File: config.mk
export PLATFORM = sky130hd
export DESIGN_NAME = c5r_ram
export DESIGN_NICKNAME = d
export VERILOG_FILES = /design/src/sv/c5r_ram.sv
export SDC_FILE = /design/constraint.sdc
export NUM_CORES = 1
export LEC_CHECK = 0
export BUFFER_PORTS_ARGS = -buffer_cell sky130_fd_sc_hd__clkbuf_2
export CAP_MARGIN = 10
export CORE_MARGIN = 1
export CORE_UTILIZATION = 40
export CTS_CLUSTER_SIZE = 8
export DETAILED_ROUTE_END_ITERATION = 7
export SKIP_CTS_REPAIR_TIMING = 1
export SLEW_MARGIN = 20
export SYNTH_ARGS = -nofsm -noshare
export SYNTH_HDL_FRONTEND = slang
export SYNTH_SLANG_ARGS = --single-unit
File: constraint.sdc
create_clock -name clk -period 1.8 [get_ports clk]
set_input_delay 0 -clock clk [delete_from_list [all_inputs] [get_ports clk]]
set_output_delay 0 -clock clk [all_outputs]
set_load 0.005 [all_outputs]
File: src/sv/c5r_ram.sv
module c5r_ram #(
    parameter int WIDTH = 16,
    parameter int DEPTH = 8
) (
    input  logic                                     clk,
    input  logic                                     we,
    input  logic [((DEPTH > 1) ? $clog2(DEPTH) : 1)-1:0] waddr,
    input  logic [WIDTH-1:0]                         wdata,
    input  logic [((DEPTH > 1) ? $clog2(DEPTH) : 1)-1:0] raddr,
    output logic [WIDTH-1:0]                         rdata
);

    logic [WIDTH-1:0] mem [DEPTH];
    logic [WIDTH-1:0] rdata_reg;

    always_ff @(posedge clk)
    begin
        if (we)
        begin
            mem[waddr] <= wdata;
        end
        rdata_reg <= mem[raddr];
    end

    assign rdata = rdata_reg;

endmodule

Yosys cells after proc, flatten, opt, wreduce, memory -nomap -nowiden:

Memory sizes are Yosys's and may differ from the RTL's. A register that Yosys moved wholly into a read port is not among the register bits.
Index checks and enable logic that the tools add are counted.

* mux-type cells: 2

Operators by type and width (count)
* $mux 1: 2

* flip-flop bits (word level): 0
* bits in writable memories: 128
* bits of input ports: 24
* output and inout bits: 16
* word-level logic and storage cells: 3
* memories kept: 1

Memory list
* mem: words 8, width 16, read ports 1, clocked after memory_dff 1, wr ports 1, line 13 `logic [WIDTH-1:0] mem [DEPTH];`

Depth between registers and ports, before layout:

* word-level depth: 2
* mapped depth: 4
* depth with buffers taken out: 2

Worst setup path before layout:

No wires, ideal clock.

* path kind: input to register
* from: input port waddr[2] in the netlist's numbering
* to: memory mem[0][0], enable pin
* library setup time: 0.409 ns
* arrival: 1.313 ns
* required time: 1.391 ns
* path slack: 0.077 ns
* stages: 2
* buffers on the path: 0
* path through: nand2b_1 > nor3_1

RTL lines
* start, declared: line 7 `input logic [((DEPTH > 1) ? $clog2(DEPTH) : 1)-1:0] waddr,`
* end, declared: line 13

Straight into the memory's write port.

==> impl_metrics.yaml <==
outcome:
  status: "finished, final reports clean"
critical_path:
  worstPathRequired_ps: 2090
  reg2regPathDepth: 2
  r2r-start: "mem[1][5]"
  worstPathArrival_ps: 1540
  crit_start: "mem[1][5]"
  start_kind: "flop"
  path_cells: "mux4_1, mux2_2"
  cp_slowest_stage_delay_ps: 500
  critPathKind: "flop to flop"
  reg2reg_to: "rdata[5]"
  crit_end: "rdata[5]"
  critPathSlowestCell: "mux4_1"
  cp-end-kind: "flop"
  path_max_fanout: 1
  rrSetupSlack_ps: 550
global_route:
  grt_use_total_pct: 14.0
  antenna_found_initial: 0
  global_route.overflow_total: 0
  grt_pass1_vias: 2309
  grt_max_degree: 33
  grt_pass1_wl_um: 12800
cts:
  htree_num_levels: 4
  cts_tree: "yes"
  cts.clk_slew.worst_paths_ps: 60
  clk-insertion-delay-late_ps: 400
  clock_sink_count: 144
  cts_made_buffers: 17
  cts_root_buf: "clkbuf_16"
  cts.path.max_buffers: 2
power_and_ir_drop:
  peakVddDrop_mv: 0.642
  power_leakage_nw: 2.28
  p_per_area_nw_per_um2: 1180
timing:
  fin_setup_tns_ps: 0
  hold_viol_final: 0
  finalCritPeriodShare_pct: 69.6
  final-setup-viol-count: 0
  report.final.slew_viol_count: 0
  min_period_ps: 1250
  max_slew.worst_pin.slew_ps: 542
  rsz0062_at_grt: "false"
  clock-skew-final_ps: 6.22
  slew-limit-headroom_pct: 63.9
  max_freq_mhz: 798
synthesis:
  ys_ff_latch: 144
  synth_top_area_share_pct: 72.6
  ys_seq_area_share_pct: 78.7
  syn_inst: 214
  synth_cell_type_count: 12
  syn_area_um2: 5290
  synth_area_leader_cell: "edfxtp_1"
  postSynthAreaPerCell_um2: 24.7
  yosys_warnings: 0
  synth.area.top_cells: "edfxtp_1, mux4_1, dfxtp_1"
  synth_nets: 238
placement:
  gp_congestion: 0.636
  dp.cells: 426
  dp_hpwl_um: 4530
  portBuffers: 39
cells_and_area:
  mostFrequentLayoutCell: "edfxtp_1"
  diodes: 0
  drive_above_1_share_pct: 33.8
  layout_common_cells: "edfxtp_1, clkbuf_2, mux4_1"
  final_cells: 474
  fin_util_pct: 51.1
  fin_nets: 313
  synthToLayoutAreaGrowth_pct: 23.3
  largest_reg_flops: 128
route:
  drc: 0
  wl_per_cell_um: 18.1
  first_pass_iters: 4
  routed_wl_um: 8580
  viasPerCell: 4.82
  ant_nets: 0
  vias: 2287
  drt_iter0_drc: 133
worst_hold_path:
  hp-class: "input pin to flop"
floorplanning:
  core_um2: 12800
  start_util_pct: 41.4
  design.die.area_um2: 13700
  fp-row-count: 41
  dieWidth_um: 117
  die_y_um: 117
  ios: 40
job:
  drv_cap: 0
-- worst max-delay path: cells and delay by family, from the launching register on --
family	cells	cell delay [ps]
flops	1	380
mux	2	760
-- cells in the mapped netlist --
cell / number
mux2_2: 16
nor2_1: 6
mux4_2: 4
nor3_1: 2
clkbuf_2: 1
edfxtp_1: 128
nand2b_1: 3
buf_6: 4
dfxtp_1: 16
mux4_1: 28
nand2_1: 2
buf_1: 4
-- cell families after synthesis --
kind of cell	Yosys count	share of synthesized area, %
and+or+nand+nor	13	1.11
DFF	144	78.7
muxes	48	19.0
buffers and inverters	9	1.23
-- per-layer routing --
layer,global-route usage [%],routed length [µm],vias up
met5,0,0,-
met4,6.41,91,0
met3,3.50,196,8
met2,23.6,4380,32
met1,17.2,3920,1174
li1,-,-,1073
-- power by group --
group	total [mW]	internal [mW]	switching, mW
combinational	0.366	0.196	0.170
clock	3.56	2.31	1.26
sequential	3.81	3.78	0.0303
total	7.74	6.28	1.46
-- stage by stage --
stage | power [mW] | hold WS, ps | area (µm²) | worst slack (ps)
2_1_floorplan | 4.06 | 98.9 | 5290 | 77.4
3_3_place_gp | 4.21 | 275 | 5750 | 440
3_5_place_dp | 4.23 | 282 | 5750 | 442
4_1_cts | 7.79 | -141 | 6370 | 541
5_1_grt | 7.99 | 229 | 6530 | 497
6_report | 7.74 | 213 | 6530 | 547
-- worst min-delay path by stage --
| stage | startpoint | end | slack (ps) | cells past startpoint |
|---|---|---|---|---|
| floorplan | wdata[0] | mem[0][0] | 100 | 0 |
| global placement | wdata[9] | mem[3][9] | 280 | 1 |
| detailed placement | wdata[8] | mem[3][8] | 280 | 1 |
| CTS | wdata[8] | mem[3][8] | -140 | 1 |
| global route | waddr[1] | mem[0][10] | 230 | 3 |
| finish | waddr[0] | mem[0][10] | 210 | 3 |
-- area by class of cell --
cell class / instances / area (µm²)
Clock buffer: 17 / 425
Multi-Input combinational cell: 61 / 1070
Sequential cell: 144 / 4160
Timing Repair Buffer: 65 / 455
Tap cell: 172 / 215
Clock inverter: 15 / 194
Fill cell: 1030 / 6240
Note: power is estimated with default switching activity, not from simulation.
